`src/buzzer_tone_pattern_sequencer_core_assert.svh`:
```
// Assertion macros for the buzzer tone sequencer, empty when built for synthesis.
`ifndef BUZZER_TONE_PATTERN_SEQUENCER_CORE_ASSERT_SVH
`define BUZZER_TONE_PATTERN_SEQUENCER_CORE_ASSERT_SVH
`ifndef SYNTHESIS
`define BTS_ASSERT(name, clk, rst, prop, msg) \
  name: assert property (@(posedge clk) disable iff (rst) prop) else $error(msg);
`define BTS_ASSERT_IMPLY(name, clk, rst, ante, cons, msg) \
  name: assert property (@(posedge clk) disable iff (rst) (ante) |-> (cons)) else $error(msg);
`else
`define BTS_ASSERT(name, clk, rst, prop, msg)
`define BTS_ASSERT_IMPLY(name, clk, rst, ante, cons, msg)
`endif
`endif

```
`src/bts_pkg.sv`:
```
// Shared types, constants and tables of the buzzer tone sequencer.
`default_nettype none
package bts_pkg;
  localparam int CMD_W      = 3;
  localparam int LEVEL_W    = 8;
  localparam int FREQ_W     = 12;
  localparam int MODE_W     = 4;
  localparam int LVL_W      = 3;
  localparam int POS_W      = 8;
  localparam int CP_W       = 10;
  localparam int PE_W       = 10;
  localparam int STEP_W     = 5;
  localparam int INC_W      = 13;
  localparam int IV_W       = 6;
  localparam int SLEN_W     = 10;
  localparam int CFG_IDX_W  = 3;
  localparam int CFG_DATA_W = 12;

  localparam int SWEEP_STEPS_DEF = 20;
  localparam int MAX_LEVEL_DEF   = 6;
  localparam int CYCLE_MS        = 1000;
  localparam int TO0_STEPS       = 30;
  localparam int SLEEP_SWEEP_MS  = 500;
  localparam int IV_MAX          = 63;

  localparam logic [CMD_W-1:0] CMD_TICK    = 3'd0;
  localparam logic [CMD_W-1:0] CMD_BUTTON  = 3'd1;
  localparam logic [CMD_W-1:0] CMD_LEVEL   = 3'd2;
  localparam logic [CMD_W-1:0] CMD_SLEEP   = 3'd3;
  localparam logic [CMD_W-1:0] CMD_WAKE    = 3'd4;
  localparam logic [CMD_W-1:0] CMD_SET_IND = 3'd5;

  localparam logic [CFG_IDX_W-1:0] CFG_BEEP_FREQ   = 3'd0;
  localparam logic [CFG_IDX_W-1:0] CFG_BEEP_LENGTH = 3'd1;
  localparam logic [CFG_IDX_W-1:0] CFG_SWEEP_LEN   = 3'd2;
  localparam logic [CFG_IDX_W-1:0] CFG_END_HOLD    = 3'd3;
  localparam logic [CFG_IDX_W-1:0] CFG_SLOT_LENGTH = 3'd4;
  localparam logic [CFG_IDX_W-1:0] CFG_SLOT_BEEP   = 3'd5;

  localparam logic [FREQ_W-1:0] F_LOW_BLIP   = 12'd1200;
  localparam logic [FREQ_W-1:0] F_HIGH_BLIP  = 12'd3000;
  localparam logic [FREQ_W-1:0] F_TO0_START  = 12'd3500;
  localparam logic [FREQ_W-1:0] F_SLEEP_HIGH = 12'd2800;
  localparam logic [FREQ_W-1:0] F_SLEEP_LOW  = 12'd800;
  localparam logic [FREQ_W-1:0] F_SLEEP_END  = 12'd300;
  localparam logic [FREQ_W-1:0] F_WAKE_MID   = 12'd2000;
  localparam logic [FREQ_W-1:0] F_WAKE_HIGH  = 12'd3500;

  localparam logic [MODE_W-1:0] PM_IDLE  = 4'd0;
  localparam logic [MODE_W-1:0] PM_BEEP  = 4'd1;
  localparam logic [MODE_W-1:0] PM_UP    = 4'd2;
  localparam logic [MODE_W-1:0] PM_DOWN  = 4'd3;
  localparam logic [MODE_W-1:0] PM_TO1   = 4'd4;
  localparam logic [MODE_W-1:0] PM_TO0   = 4'd5;
  localparam logic [MODE_W-1:0] PM_SLEEP = 4'd6;
  localparam logic [MODE_W-1:0] PM_WAKE  = 4'd7;
  localparam logic [MODE_W-1:0] PM_END   = 4'd8;

  typedef enum logic [8:0] {
    MODE_IDLE  = 9'b000000001,
    MODE_BEEP  = 9'b000000010,
    MODE_UP    = 9'b000000100,
    MODE_DOWN  = 9'b000001000,
    MODE_TO1   = 9'b000010000,
    MODE_TO0   = 9'b000100000,
    MODE_SLEEP = 9'b001000000,
    MODE_WAKE  = 9'b010000000,
    MODE_END   = 9'b100000000
  } mode_t;

  typedef struct packed {
    logic [FREQ_W-1:0] beep_frequency;
    logic [7:0]        beep_length_ms;
    logic [SLEN_W-1:0] sweep_length_ms;
    logic [7:0]        end_hold_ms;
    logic [POS_W-1:0]  slot_length_ms;
    logic [7:0]        slot_beep_ms;
  } cfg_t;

  localparam cfg_t CFG_RESET = '{
    beep_frequency:  12'd3200,
    beep_length_ms:  8'd20,
    sweep_length_ms: 10'd150,
    end_hold_ms:     8'd50,
    slot_length_ms:  8'd166,
    slot_beep_ms:    8'd120
  };

  typedef struct packed {
    logic [LVL_W-1:0] slot;
    logic [POS_W-1:0] pos;
  } slot_view_t;

  typedef struct packed {
    logic              tone_on;
    logic [FREQ_W-1:0] tone_freq;
    logic [MODE_W-1:0] player_mode;
  } result_t;

  function automatic logic [MODE_W-1:0] mode_code(mode_t m);
    logic [MODE_W-1:0] code;
    case (m)
      MODE_IDLE:  code = PM_IDLE;
      MODE_BEEP:  code = PM_BEEP;
      MODE_UP:    code = PM_UP;
      MODE_DOWN:  code = PM_DOWN;
      MODE_TO1:   code = PM_TO1;
      MODE_TO0:   code = PM_TO0;
      MODE_SLEEP: code = PM_SLEEP;
      MODE_WAKE:  code = PM_WAKE;
      MODE_END:   code = PM_END;
      default:    code = PM_IDLE;
    endcase
    return code;
  endfunction

  function automatic logic [FREQ_W-1:0] level_tone(logic [LVL_W-1:0] lvl);
    logic [FREQ_W-1:0] f;
    case (lvl)
      3'd0:    f = 12'd2000;
      3'd1:    f = 12'd2400;
      3'd2:    f = 12'd2700;
      3'd3:    f = 12'd3000;
      3'd4:    f = 12'd3200;
      3'd5:    f = 12'd3400;
      3'd6:    f = 12'd3600;
      default: f = 12'd3600;
    endcase
    return f;
  endfunction
endpackage
`default_nettype wire

```
`src/bts_in_if.sv`:
```
// Input channel of the buzzer tone sequencer: commands and millisecond ticks.
`default_nettype none
interface bts_in_if;
  import bts_pkg::*;
  logic               valid;
  logic               ready;
  logic [CMD_W-1:0]   cmd;
  logic [LEVEL_W-1:0] level_from;
  logic [LEVEL_W-1:0] level_to;
  modport source(output valid, output cmd, output level_from, output level_to, input ready);
  modport sink(input valid, input cmd, input level_from, input level_to, output ready);
endinterface
`default_nettype wire

```
`src/bts_out_if.sv`:
```
// Result channel of the buzzer tone sequencer: buzzer drive after each item.
`default_nettype none
interface bts_out_if;
  import bts_pkg::*;
  logic              valid;
  logic              ready;
  logic              tone_on;
  logic [FREQ_W-1:0] tone_freq;
  logic [MODE_W-1:0] player_mode;
  modport source(output valid, output tone_on, output tone_freq, output player_mode,
                 input ready);
  modport sink(input valid, input tone_on, input tone_freq, input player_mode,
               output ready);
endinterface
`default_nettype wire

```
`src/buzzer_tone_pattern_sequencer_core.sv`:
```
// Top level of the buzzer tone sequencer: input stage, config registers and result stage.
// The item channel takes one millisecond tick or one command per transfer; every item
// gives exactly one result transfer with the buzzer drive (tone on, frequency in hertz)
// and the player mode that hold once the item has taken effect.
// An accepted item is held in the input stage; when it advances, the player state is
// updated from it and the result is registered at the same edge. One item is taken per
// cycle when results drain and no slot division runs.
// When the result receiver stalls, the result register holds its value and the input
// stage keeps at most one further item; the item channel's ready drops until the
// result is taken.
// Configuration registers are written through cfg_we, cfg_index and cfg_data at any
// edge with cfg_we high; the user must write them only while no item is in flight, as
// the block does not enforce it. A write to the slot length starts a serial division
// that rebuilds the indicator slot and offset from the cycle position; ready is low
// while it runs. Synchronous reset sets player idle, tone off, indicator level zero, no
// item or result held; the item and result data registers are not reset.
`default_nettype none
`include "buzzer_tone_pattern_sequencer_core_assert.svh"
module buzzer_tone_pattern_sequencer_core #(
  parameter int SWEEP_STEPS = bts_pkg::SWEEP_STEPS_DEF,
  parameter int MAX_LEVEL   = bts_pkg::MAX_LEVEL_DEF
) (
  input  logic                           clk,
  input  logic                           rst,
  bts_in_if.sink                         item,
  bts_out_if.source                      result,
  input  logic                           cfg_we,
  input  logic [bts_pkg::CFG_IDX_W-1:0]  cfg_index,
  input  logic [bts_pkg::CFG_DATA_W-1:0] cfg_data
);
  import bts_pkg::*;

  cfg_t               cfg;
  logic               stage_valid;
  logic [CMD_W-1:0]   stage_cmd;
  logic [LEVEL_W-1:0] stage_from;
  logic [LEVEL_W-1:0] stage_to;
  logic               out_valid;
  result_t            out_data;
  result_t            res_next;
  slot_view_t         slot_view;
  logic               slot_busy;
  logic               advance;
  logic               accept;

  assign advance = stage_valid && (!out_valid || result.ready) && !slot_busy;
  assign item.ready = !slot_busy && (!stage_valid || advance);
  assign accept = item.valid && item.ready;

  always_ff @(posedge clk) begin
    if (rst) begin
      cfg <= CFG_RESET;
    end else if (cfg_we) begin
      case (cfg_index)
        CFG_BEEP_FREQ:   cfg.beep_frequency <= cfg_data[FREQ_W-1:0];
        CFG_BEEP_LENGTH: cfg.beep_length_ms <= cfg_data[7:0];
        CFG_SWEEP_LEN:   cfg.sweep_length_ms <= cfg_data[SLEN_W-1:0];
        CFG_END_HOLD:    cfg.end_hold_ms <= cfg_data[7:0];
        CFG_SLOT_LENGTH: cfg.slot_length_ms <= cfg_data[POS_W-1:0];
        CFG_SLOT_BEEP:   cfg.slot_beep_ms <= cfg_data[7:0];
        default: begin
        end
      endcase
    end
  end

  always_ff @(posedge clk) begin
    if (rst) begin
      stage_valid <= 1'b0;
    end else if (accept) begin
      stage_valid <= 1'b1;
    end else if (advance) begin
      stage_valid <= 1'b0;
    end
  end

  always_ff @(posedge clk) begin
    if (accept) begin
      stage_cmd <= item.cmd;
      stage_from <= item.level_from;
      stage_to <= item.level_to;
    end
  end

  bts_slot_track #(
    .MAX_LEVEL(MAX_LEVEL)
  ) u_slot_track (
    .clk(clk),
    .rst(rst),
    .tick(advance && stage_cmd == CMD_TICK),
    .recalc(cfg_we && cfg_index == CFG_SLOT_LENGTH),
    .slot_length(cfg.slot_length_ms),
    .view(slot_view),
    .busy(slot_busy)
  );

  bts_player #(
    .SWEEP_STEPS(SWEEP_STEPS),
    .MAX_LEVEL(MAX_LEVEL)
  ) u_player (
    .clk(clk),
    .rst(rst),
    .advance(advance),
    .cmd(stage_cmd),
    .level_from(stage_from),
    .level_to(stage_to),
    .cfg(cfg),
    .view(slot_view),
    .res(res_next)
  );

  always_ff @(posedge clk) begin
    if (rst) begin
      out_valid <= 1'b0;
    end else if (advance) begin
      out_valid <= 1'b1;
    end else if (result.ready) begin
      out_valid <= 1'b0;
    end
  end

  always_ff @(posedge clk) begin
    if (advance) begin
      out_data <= res_next;
    end
  end

  assign result.valid = out_valid;
  assign result.tone_on = out_data.tone_on;
  assign result.tone_freq = out_data.tone_freq;
  assign result.player_mode = out_data.player_mode;

  `BTS_ASSERT_IMPLY(a_off_means_zero_freq, clk, rst, result.valid && !result.tone_on, result.tone_freq == '0, "Tone frequency is not zero while the tone is off.")
  `BTS_ASSERT_IMPLY(a_busy_blocks_items, clk, rst, slot_busy, !item.ready, "Items are taken while the slot division runs.")
  `BTS_ASSERT(a_slot_write_starts_div, clk, rst, cfg_we && cfg_index == CFG_SLOT_LENGTH |=> slot_busy, "Slot length write did not start the division.")
  `BTS_ASSERT(a_advance_gives_result, clk, rst, advance |=> result.valid, "A processed item left no result.")
endmodule
`default_nettype wire

```
`src/bts_slot_track.sv`:
```
// Indicator cycle position with slot index and offset, and a serial divider to rebuild them.
`default_nettype none
module bts_slot_track #(
  parameter int MAX_LEVEL = bts_pkg::MAX_LEVEL_DEF
) (
  input  logic                      clk,
  input  logic                      rst,
  input  logic                      tick,
  input  logic                      recalc,
  input  logic [bts_pkg::POS_W-1:0] slot_length,
  output bts_pkg::slot_view_t       view,
  output logic                      busy
);
  import bts_pkg::*;

  localparam int DIV_STEPS = CP_W;
  localparam int CNT_W = $clog2(DIV_STEPS);
  localparam logic [LVL_W-1:0] SLOT_LAST = LVL_W'(MAX_LEVEL - 1);

  logic [CP_W-1:0]  cycle_position;
  logic [CP_W-1:0]  cp_inc;
  logic [LVL_W-1:0] slot;
  logic [POS_W-1:0] pos;
  logic [POS_W-1:0] len_eff;
  logic [POS_W:0]   pos_inc;
  logic [CNT_W-1:0] div_count;
  logic [CP_W-1:0]  div_quo;
  logic [POS_W-1:0] div_rem;
  logic [POS_W:0]   trial;
  logic             trial_fit;
  logic [CP_W-1:0]  quo_step;
  logic [POS_W-1:0] rem_step;
  logic [LVL_W-1:0] quo_slot;

  assign len_eff = (slot_length == '0) ? POS_W'(1) : slot_length;
  assign cp_inc = (cycle_position == CP_W'(CYCLE_MS - 1)) ? '0 : cycle_position + 1'b1;
  assign pos_inc = {1'b0, pos} + 1'b1;

  // Slot and offset as they stand after the current tick.
  always_comb begin
    view.slot = slot;
    view.pos = pos_inc[POS_W-1:0];
    if (cp_inc == '0) begin
      view = '0;
    end else if (pos_inc == {1'b0, len_eff}) begin
      view.pos = '0;
      view.slot = (slot == SLOT_LAST) ? slot : slot + 1'b1;
    end
  end

  // One restoring division step per cycle while busy.
  assign trial = {div_rem, div_quo[CP_W-1]};
  assign trial_fit = (trial >= {1'b0, len_eff});
  assign rem_step = trial_fit ? POS_W'(trial - {1'b0, len_eff}) : trial[POS_W-1:0];
  assign quo_step = {div_quo[CP_W-2:0], trial_fit};
  assign quo_slot = (quo_step > CP_W'(SLOT_LAST)) ? SLOT_LAST : quo_step[LVL_W-1:0];

  always_ff @(posedge clk) begin
    if (rst) begin
      cycle_position <= '0;
      slot <= '0;
      pos <= '0;
      busy <= 1'b0;
      div_count <= '0;
    end else if (recalc) begin
      busy <= 1'b1;
      div_count <= '0;
      div_quo <= cycle_position;
      div_rem <= '0;
    end else if (busy) begin
      div_quo <= quo_step;
      div_rem <= rem_step;
      div_count <= div_count + 1'b1;
      if (div_count == CNT_W'(DIV_STEPS - 1)) begin
        busy <= 1'b0;
        slot <= quo_slot;
        pos <= rem_step;
      end
    end else if (tick) begin
      cycle_position <= cp_inc;
      slot <= view.slot;
      pos <= view.pos;
    end
  end
endmodule
`default_nettype wire

```
`src/bts_player.sv`:
```
// Pattern player and background indicator state with their combinational next-state update.
`default_nettype none
module bts_player #(
  parameter int SWEEP_STEPS = bts_pkg::SWEEP_STEPS_DEF,
  parameter int MAX_LEVEL   = bts_pkg::MAX_LEVEL_DEF
) (
  input  logic                        clk,
  input  logic                        rst,
  input  logic                        advance,
  input  logic [bts_pkg::CMD_W-1:0]   cmd,
  input  logic [bts_pkg::LEVEL_W-1:0] level_from,
  input  logic [bts_pkg::LEVEL_W-1:0] level_to,
  input  bts_pkg::cfg_t               cfg,
  input  bts_pkg::slot_view_t         view,
  output bts_pkg::result_t            res
);
  import bts_pkg::*;

  // Exact division by the step count as a multiply by a rounded-up reciprocal.
  localparam int STEP_L = $clog2(SWEEP_STEPS);
  localparam int DIFF_SH = FREQ_W + STEP_L;
  localparam int DIFF_MW = FREQ_W + 2;
  localparam int DIFF_PW = FREQ_W + DIFF_MW;
  localparam logic [DIFF_MW-1:0] DIFF_MUL =
    DIFF_MW'(((64'd1 << DIFF_SH) + SWEEP_STEPS - 1) / SWEEP_STEPS);
  localparam int LEN_SH = SLEN_W + STEP_L;
  localparam int LEN_MW = SLEN_W + 2;
  localparam int LEN_PW = SLEN_W + LEN_MW;
  localparam logic [LEN_MW-1:0] LEN_MUL =
    LEN_MW'(((64'd1 << LEN_SH) + SWEEP_STEPS - 1) / SWEEP_STEPS);

  localparam int SLEEP_DIFF = 2500;
  localparam int SLEEP_INC_RAW = SLEEP_DIFF / SWEEP_STEPS;
  localparam int SLEEP_IV_RAW = SLEEP_SWEEP_MS / SWEEP_STEPS;
  localparam logic [INC_W-1:0] SLEEP_INC =
    INC_W'((SLEEP_INC_RAW < 1) ? 1 : SLEEP_INC_RAW);
  localparam logic [IV_W-1:0] SLEEP_IV =
    IV_W'((SLEEP_IV_RAW > IV_MAX) ? IV_MAX : SLEEP_IV_RAW);
  localparam int SUM_W = FREQ_W + 3;
  localparam logic [PE_W-1:0] PE_MAX = '1;

  mode_t             mode, mode_next;
  logic [STEP_W-1:0] pattern_step, pattern_step_next;
  logic [PE_W-1:0]   phase_elapsed, phase_elapsed_next;
  logic [FREQ_W-1:0] sweep_current, sweep_current_next;
  logic [FREQ_W-1:0] sweep_target, sweep_target_next;
  logic [INC_W-1:0]  sweep_increment, sweep_increment_next;
  logic [IV_W-1:0]   sweep_interval, sweep_interval_next;
  logic [LVL_W-1:0]  indicator_level, indicator_level_next;
  logic              indicator_beeping, indicator_beeping_next;
  logic              tone_active, tone_active_next;
  logic [FREQ_W-1:0] tone_value, tone_value_next;

  logic [LVL_W-1:0]      from_sat, to_sat;
  logic [FREQ_W-1:0]     tone_from, tone_to, diff;
  logic                  sweep_up;
  logic [DIFF_PW-1:0]    diff_prod;
  logic [LEN_PW-1:0]     len_prod;
  logic [INC_W-1:0]      inc_quot, lc_inc;
  logic [SLEN_W-1:0]     iv_quot;
  logic [IV_W-1:0]       lc_iv;
  logic [2*STEP_W-1:0]   step_sq;
  logic [FREQ_W-1:0]     to0_tone;
  logic signed [SUM_W-1:0] sweep_sum, target_s;
  logic                  sweep_done;
  logic                  want;

  assign from_sat = (level_from > LEVEL_W'(MAX_LEVEL)) ? LVL_W'(MAX_LEVEL) : level_from[LVL_W-1:0];
  assign to_sat = (level_to > LEVEL_W'(MAX_LEVEL)) ? LVL_W'(MAX_LEVEL) : level_to[LVL_W-1:0];
  assign tone_from = level_tone(from_sat);
  assign tone_to = level_tone(to_sat);
  assign sweep_up = (to_sat > from_sat);
  assign diff = sweep_up ? tone_to - tone_from : tone_from - tone_to;
  assign diff_prod = DIFF_PW'(diff) * DIFF_PW'(DIFF_MUL);
  assign inc_quot = INC_W'(diff_prod >> DIFF_SH);
  assign lc_inc = (inc_quot == '0) ? INC_W'(1) : inc_quot;
  assign len_prod = LEN_PW'(cfg.sweep_length_ms) * LEN_PW'(LEN_MUL);
  assign iv_quot = SLEN_W'(len_prod >> LEN_SH);
  assign lc_iv = (iv_quot > SLEN_W'(IV_MAX)) ? IV_W'(IV_MAX) : iv_quot[IV_W-1:0];

  assign step_sq = {{STEP_W{1'b0}}, pattern_step} * {{STEP_W{1'b0}}, pattern_step};
  assign to0_tone = F_TO0_START - FREQ_W'({2'b00, step_sq} * 12'd3);

  assign target_s = $signed(SUM_W'(sweep_target));
  assign sweep_sum = (mode == MODE_UP)
                   ? $signed(SUM_W'(sweep_current)) + $signed(SUM_W'(sweep_increment))
                   : $signed(SUM_W'(sweep_current)) - $signed(SUM_W'(sweep_increment));
  assign sweep_done = (mode == MODE_UP) ? (sweep_sum >= target_s) : (sweep_sum <= target_s);

  assign want = (view.slot < indicator_level) && (view.pos < cfg.slot_beep_ms);

  always_comb begin
    mode_next = mode;
    pattern_step_next = pattern_step;
    phase_elapsed_next = phase_elapsed;
    sweep_current_next = sweep_current;
    sweep_target_next = sweep_target;
    sweep_increment_next = sweep_increment;
    sweep_interval_next = sweep_interval;
    indicator_level_next = indicator_level;
    indicator_beeping_next = indicator_beeping;
    tone_active_next = tone_active;
    tone_value_next = tone_value;
    if (advance) begin
      case (cmd)
        CMD_TICK: begin
          if (phase_elapsed != PE_MAX) begin
            phase_elapsed_next = phase_elapsed + 1'b1;
          end
          if (indicator_level != '0) begin
            if (mode == MODE_IDLE) begin
              if (want != indicator_beeping) begin
                tone_active_next = want;
                if (want) begin
                  tone_value_next = level_tone(indicator_level);
                end
                indicator_beeping_next = want;
              end
            end else begin
              indicator_beeping_next = 1'b0;
            end
          end
          case (mode)
            MODE_BEEP: begin
              if (phase_elapsed_next >= PE_W'(cfg.beep_length_ms)) begin
                tone_active_next = 1'b0;
                mode_next = MODE_IDLE;
              end
            end
            MODE_UP, MODE_DOWN: begin
              if (phase_elapsed_next >= PE_W'(sweep_interval)) begin
                phase_elapsed_next = '0;
                tone_active_next = 1'b1;
                if (sweep_done) begin
                  tone_value_next = sweep_target;
                  mode_next = MODE_END;
                end else begin
                  sweep_current_next = FREQ_W'(sweep_sum);
                  tone_value_next = FREQ_W'(sweep_sum);
                end
              end
            end
            MODE_TO1: begin
              if (pattern_step < STEP_W'(3)) begin
                if (phase_elapsed_next >= PE_W'(50)) begin
                  tone_active_next = 1'b1;
                  tone_value_next = (pattern_step == STEP_W'(1)) ? F_HIGH_BLIP : F_LOW_BLIP;
                  pattern_step_next = pattern_step + 1'b1;
                  phase_elapsed_next = '0;
                end
              end else if (phase_elapsed_next >= PE_W'(80)) begin
                mode_next = MODE_END;
                phase_elapsed_next = '0;
              end
            end
            MODE_TO0: begin
              if (phase_elapsed_next >= PE_W'(10)) begin
                phase_elapsed_next = '0;
                if (pattern_step < STEP_W'(TO0_STEPS)) begin
                  tone_active_next = 1'b1;
                  tone_value_next = to0_tone;
                  pattern_step_next = pattern_step + 1'b1;
                end else begin
                  mode_next = MODE_END;
                end
              end
            end
            MODE_SLEEP: begin
              if (pattern_step < STEP_W'(7)) begin
                if (phase_elapsed_next >= PE_W'(60)) begin
                  tone_active_next = 1'b1;
                  tone_value_next = pattern_step[0] ? F_SLEEP_HIGH : F_SLEEP_LOW;
                  pattern_step_next = pattern_step + 1'b1;
                  phase_elapsed_next = '0;
                end
              end else if (phase_elapsed_next >= PE_W'(60)) begin
                sweep_current_next = F_SLEEP_HIGH;
                sweep_target_next = F_SLEEP_END;
                sweep_increment_next = SLEEP_INC;
                sweep_interval_next = SLEEP_IV;
                mode_next = MODE_DOWN;
                phase_elapsed_next = '0;
                tone_active_next = 1'b1;
                tone_value_next = F_SLEEP_HIGH;
              end
            end
            MODE_WAKE: begin
              if (pattern_step < STEP_W'(4)) begin
                // Even steps hold a tone for 70 ms, odd steps are 25 ms gaps.
                if (phase_elapsed_next >= (pattern_step[0] ? PE_W'(25) : PE_W'(70))) begin
                  tone_active_next = pattern_step[0];
                  if (pattern_step[0]) begin
                    tone_value_next = (pattern_step == STEP_W'(1)) ? F_WAKE_MID : F_WAKE_HIGH;
                  end
                  pattern_step_next = pattern_step + 1'b1;
                  phase_elapsed_next = '0;
                end
              end else if (phase_elapsed_next >= PE_W'(130)) begin
                mode_next = MODE_END;
                phase_elapsed_next = '0;
              end
            end
            MODE_END: begin
              if (phase_elapsed_next >= PE_W'(cfg.end_hold_ms)) begin
                tone_active_next = 1'b0;
                mode_next = MODE_IDLE;
              end
            end
            default: begin
            end
          endcase
        end
        CMD_BUTTON: begin
          if (mode == MODE_IDLE || mode == MODE_BEEP) begin
            mode_next = MODE_BEEP;
            phase_elapsed_next = '0;
            tone_active_next = 1'b1;
            tone_value_next = cfg.beep_frequency;
          end
        end
        CMD_LEVEL: begin
          if (from_sat != to_sat) begin
            tone_active_next = 1'b1;
            phase_elapsed_next = '0;
            if (to_sat == LVL_W'(1)) begin
              mode_next = MODE_TO1;
              pattern_step_next = '0;
              tone_value_next = F_HIGH_BLIP;
            end else if (to_sat == '0 && from_sat == LVL_W'(1)) begin
              mode_next = MODE_TO0;
              pattern_step_next = '0;
              tone_value_next = F_TO0_START;
            end else begin
              sweep_current_next = tone_from;
              sweep_target_next = tone_to;
              sweep_increment_next = lc_inc;
              sweep_interval_next = lc_iv;
              mode_next = sweep_up ? MODE_UP : MODE_DOWN;
              tone_value_next = tone_from;
            end
          end
        end
        CMD_SLEEP: begin
          mode_next = MODE_SLEEP;
          pattern_step_next = '0;
          phase_elapsed_next = '0;
          tone_active_next = 1'b1;
          tone_value_next = F_SLEEP_HIGH;
        end
        CMD_WAKE: begin
          mode_next = MODE_WAKE;
          pattern_step_next = '0;
          phase_elapsed_next = '0;
          tone_active_next = 1'b1;
          tone_value_next = F_LOW_BLIP;
        end
        CMD_SET_IND: begin
          indicator_level_next = to_sat;
          if (to_sat == '0) begin
            indicator_beeping_next = 1'b0;
            if (mode == MODE_IDLE) begin
              tone_active_next = 1'b0;
            end
          end
        end
        default: begin
        end
      endcase
    end
  end

  assign res.tone_on = tone_active_next;
  assign res.tone_freq = tone_active_next ? tone_value_next : '0;
  assign res.player_mode = mode_code(mode_next);

  always_ff @(posedge clk) begin
    if (rst) begin
      mode <= MODE_IDLE;
      pattern_step <= '0;
      phase_elapsed <= '0;
      sweep_current <= '0;
      sweep_target <= '0;
      sweep_increment <= '0;
      sweep_interval <= '0;
      indicator_level <= '0;
      indicator_beeping <= 1'b0;
      tone_active <= 1'b0;
      tone_value <= '0;
    end else begin
      mode <= mode_next;
      pattern_step <= pattern_step_next;
      phase_elapsed <= phase_elapsed_next;
      sweep_current <= sweep_current_next;
      sweep_target <= sweep_target_next;
      sweep_increment <= sweep_increment_next;
      sweep_interval <= sweep_interval_next;
      indicator_level <= indicator_level_next;
      indicator_beeping <= indicator_beeping_next;
      tone_active <= tone_active_next;
      tone_value <= tone_value_next;
    end
  end
endmodule
`default_nettype wire

```
`src/flat_wrapper.sv`:
```
// flat-port wrapper written by rule: the top's interface ports become plain ports
module buzzer_tone_pattern_sequencer_core_flat import bts_pkg::*;
#(
  parameter int SWEEP_STEPS = bts_pkg::SWEEP_STEPS_DEF,
  parameter int MAX_LEVEL   = bts_pkg::MAX_LEVEL_DEF
)
  (clk, rst, cfg_we, cfg_index, cfg_data, item_valid, item_cmd, item_level_from, item_level_to, item_ready, result_valid, result_tone_on, result_tone_freq, result_player_mode, result_ready);
  bts_in_if item_i ();
  bts_out_if result_i ();
  input  logic clk;
  input  logic rst;
  input  logic cfg_we;
  input  logic [bts_pkg::CFG_IDX_W-1:0] cfg_index;
  input  logic [bts_pkg::CFG_DATA_W-1:0] cfg_data;
  input wire logic [$bits(item_i.valid)-1:0] item_valid;
  input wire logic [$bits(item_i.cmd)-1:0] item_cmd;
  input wire logic [$bits(item_i.level_from)-1:0] item_level_from;
  input wire logic [$bits(item_i.level_to)-1:0] item_level_to;
  output wire logic [$bits(item_i.ready)-1:0] item_ready;
  output wire logic [$bits(result_i.valid)-1:0] result_valid;
  output wire logic [$bits(result_i.tone_on)-1:0] result_tone_on;
  output wire logic [$bits(result_i.tone_freq)-1:0] result_tone_freq;
  output wire logic [$bits(result_i.player_mode)-1:0] result_player_mode;
  input wire logic [$bits(result_i.ready)-1:0] result_ready;
  assign item_i.valid = item_valid;
  assign item_i.cmd = item_cmd;
  assign item_i.level_from = item_level_from;
  assign item_i.level_to = item_level_to;
  assign item_ready = item_i.ready;
  assign result_valid = result_i.valid;
  assign result_tone_on = result_i.tone_on;
  assign result_tone_freq = result_i.tone_freq;
  assign result_player_mode = result_i.player_mode;
  assign result_i.ready = result_ready;
  buzzer_tone_pattern_sequencer_core #(.SWEEP_STEPS(SWEEP_STEPS), .MAX_LEVEL(MAX_LEVEL)) u_core (.clk(clk), .rst(rst), .item(item_i), .result(result_i), .cfg_we(cfg_we), .cfg_index(cfg_index), .cfg_data(cfg_data));
endmodule
```
`config.mk`:
```
export PLATFORM = sky130hd
export DESIGN_NAME = buzzer_tone_pattern_sequencer_core_flat
export DESIGN_NICKNAME = d
export VERILOG_FILES = /design/src/bts_pkg.sv /design/src/bts_in_if.sv /design/src/bts_out_if.sv /design/src/buzzer_tone_pattern_sequencer_core.sv /design/src/bts_slot_track.sv /design/src/bts_player.sv /design/src/flat_wrapper.sv
export VERILOG_INCLUDE_DIRS = /design/src /design/src/src
export SDC_FILE = /design/constraint.sdc
export NUM_CORES = 1
export LEC_CHECK = 0
export BUFFER_PORTS_ARGS = -buffer_cell sky130_fd_sc_hd__buf_2
export CORE_MARGIN = 10
export CORE_UTILIZATION = 55
export DETAILED_ROUTE_END_ITERATION = 6
export HOLD_SLACK_MARGIN = 0.06
export PLACE_DENSITY = 0.69
export RECOVER_POWER = 50
export SKIP_LAST_GASP = 1
export SYNTH_ARGS = -nofsm -noshare
export SYNTH_HDL_FRONTEND = slang
export SYNTH_HIERARCHICAL = 1
export SYNTH_SLANG_ARGS = --single-unit
```
`constraint.sdc`:
```
create_clock -name clk -period 18.4 [get_ports clk]
set_input_delay 1.84 -clock clk [delete_from_list [all_inputs] [get_ports clk]]
set_output_delay 1.84 -clock clk [all_outputs]
set_load 0.005 [all_outputs]
```
==> results.md <==
* Cells on worst reg2reg path at 39
* Clock-pin slew on the worst setup and hold paths at 0.06 ns
* Max Clock Skew at 0.01400 ns
* Max Clk Rate at 109.9 MHz
* Pwr/cell area at 62.52 nW/um2
* Fin crit share at 49.47%
* Util after Layout at 59.47%
* Combinational family with the most area after synthesis: adder cells
* Failing checks: DRC, capacitance limit, slew limit
* Switch Pwr at 0.0003973 W
* Yosys warnings at 6
* Switching fraction of total power at 30.12%
* Logic pwr share at 21.1%
* Compound-Gate Fraction of Synth Area at 19.08%
* Clock power frac at 40.4%
* Fin nets at 2707
* Die area at 43820 um2
* Slowest stage delay, CP at 0.53 ns
* Dpl hpwl at 42.80 mm
* DRC viols at 6
* DP Area at 20300 um2
* RSZ-0062 raised after global routing: false
* Setup Fix Bufs, Post-CTS at 0
* Final Hold Fails at 0
* Root buffer cell: clkbuf_16
* First-pass GRT wire length at 89.36 mm
* Post-Syn Instances at 2328
* Run status: complete, but fails checks
* Avg WL per Cell at 19.63 um
* Area grow syn2layout at 7.025%
* Normalized max-slew margin at -199.1%
* Initial antenna violation count at 0
* Vias in the first global route at 16690
* Crit. End Element: flip-flop
* Post-route cell area at 21100 um2
* GR Util All Layers at 24.47%
* Post-CTS Hold Fix Bufs at 0
* Post-synthesis xor/xnor area fraction at 3.757%
* Post-synth EDFFs at 54
* Critical path's slowest cell: fa_1
* H-tree depth at 1
* Total grt overflow at 0
* Max-cap violations at 5
* Layout cells sized above 1 at 5.353%
* Placer congestion estimate at 1.032
* WP data required at 18.81 ns
* Simple-Gate Fraction of Synth Area at 17.93%
* Vias at 17380
* Antenna fix cells at 0
* Yosys reg bits at 213
* Avg Cell Area, Syn at 8.469 um2
* Setup TNS at 0 ns
* Io pins at 58
* Drt first pass iters at 7
* TritonCTS Buffers at 26
* Cell taking the most area after synthesis: ha_1
* Main synth FF type: dfxtp_1
* Crit path DAT at 9.51 ns
* Cell variety after synth at 95
* CTS tree: built
* Post-Synth Adder-Cell Area at 23.72%
* Fin cells at 2815
* Worst hold path type: flip-flop to flip-flop
* Worst-Margin Slew at 4.487 ns
* Post-synthesis sequential area ratio at 24.37%
* Vias/cell at 6.173
* Die width at 209.3 um
* Initial DRC Count at 1471
* Seq pwr share at 38.5%
* Largest net degree at the start of global routing at 99
* Hold Path Depth at 2
* Cells after DPL at 2767
* Area contributors post-synth: ha_1 17%, dfxtp_1 16%, edfxtp_1 8.2%
* Clock sink count at 213
* Maximum fanout along the worst path at 8
* Minimum clock period at 9.102 ns
* PostCTS Resize Cnt at 0
* Die H at 209.3 um
* WS Path Type: flip-flop to flip-flop
* Top-area cell type share of the netlist area at 17.07%
* Clk Latency, worst-skew pair at 0.56 ns
* Starting Density at 55.56%
* Mux cell area share after synthesis at 3.827%
* CP startpoint kind: flip-flop
* Static Leak at 9.222 nW
* Synth top cells by count: 269 x ha_1, 266 x inv_1, 217 x nor2_1
* Crit path top cell by count: inv_1
* Worst vdd ir at 87.18 uV
* Slew Limit Fails at 245
* Antenna-violating nets left at 0
* Post-Route WL at 55.25 mm
* Port bufs at 57
* Top-count cell post-synth: ha_1
* Core footprint at 35480 um2
* Total chip power at 0.001319 W
* Site Rows at 69
* Internal Power at 0.0009218 W
* Setup violators final at 0
* Post-Syn Area at 19720 um2
* Post-synth ARST share at 0%
* CTS max path bufs at 3
* Post-Syn Nets at 2701
sequential cells by signal, indices dropped and copies added, names as in the netlist, 8 cells and up:
name	count
u_core/u_player/tone_value	12
u_core/u_slot_track/pos	8
u_core/u_slot_track/div_rem	8
u_core/cfg	54
u_core/result.tone_freq	12
u_core/u_player/phase_elapsed	10
u_core/u_player/sweep_current	12
u_core/u_player/sweep_increment	8
u_core/u_slot_track/cycle_position	10
u_core/u_player/mode	9
u_core/stage_to	8
u_core/u_player/sweep_target	10
u_core/stage_from	8
u_core/u_slot_track/div_quo	10
kinds of logic after synthesis:
logic type / count (synthesis)
DFF: 213
muxes: 73
xor gates and xnor gates: 83
and+or+nand+nor: 698
buffers and inverters: 363
adders and majority gates: 335
AOI/OAI and AO/OA: 563
metal layers:
metal / track usage [%] / vias up / routed length [um]
met2: 38.27 / 661 / 24310
met5: 0 / - / 0
met4: 8.410 / 0 / 2023
met1: 33.60 / 8273 / 24830
li1: - / 8302 / -
met3: 3.905 / 140 / 4084
stage by stage:
step | setup WS [ns] | hold slack, ns
2_1_floorplan | 10.34 | 0.4319
3_3_place_gp | 9.824 | 0.4437
3_5_place_dp | 9.410 | 0.4455
4_1_cts | 9.369 | 0.4518
5_1_grt | 8.529 | 0.4711
6_report | 9.298 | 0.4526
power groups by stage:
stage | combinational, W | sequential, W | clock, W
6_report | 0.000278 | 0.000507 | 0.000533
5_1_grt | 0.000319 | 0.000509 | 0.000559
4_1_cts | 0.000280 | 0.000507 | 0.000537
3_5_place_dp | 0.000276 | 0.000517 | 0
3_3_place_gp | 0.000269 | 0.000516 | 0
2_1_floorplan | 0.000211 | 0.000509 | 0
path summary, 6_finish.rpt:
path,from,to,slack [ns]
max,u_core/stage_to[7],u_core/u_player/sweep_increment[0],9.30
min,u_core/u_player/sweep_interval[2],u_core/u_player/sweep_interval[2],0.45
min reg2reg,u_core/u_player/sweep_interval[2],u_core/u_player/sweep_interval[2],0.45
max reg2reg,u_core/stage_to[7],u_core/u_player/sweep_increment[0],9.30
cell type report:
class | count | area, um2
multi-input cells | 1752 | 13470
flip-flops and latches | 213 | 4805
inverters | 266 | 998.5
clock inverters | 18 | 219.0
fillers | 3128 | 14380
clock buffers | 30 | 665.6
repair buffers | 75 | 364.1
well taps | 461 | 576.8
worst max-delay path: cells and delay by family, from the launching register on:
kind	cells	cell delay, ns
AND/OR/NAND/NOR	5	1.19
adder cells (fa/ha/maj)	8	2.80
flip-flops	1	0.37
AO/OA/AOI/OAI	17	3.57
buffers and inverters	7	0.49
multiplexers	1	0.20
XOR/XNOR	1	0.34
cell usage in the layout (no fill, tap or decap), types with 30 or more instances in the layout:
master / count
inv_1: 266
o21ai_0: 85
nor3_1: 72
a21o_1: 33
edfxtp_1: 54
clkbuf_1: 41
a21oi_1: 166
nand2_1: 135
nor2_1: 215
nand3_1: 45
mux2i_1: 54
dfxtp_1: 159
nand2b_1: 31
fa_1: 65
ha_1: 269
xor2_1: 38
and2_1: 30
xnor2_1: 44
Power figures use the tool's default switching activity.
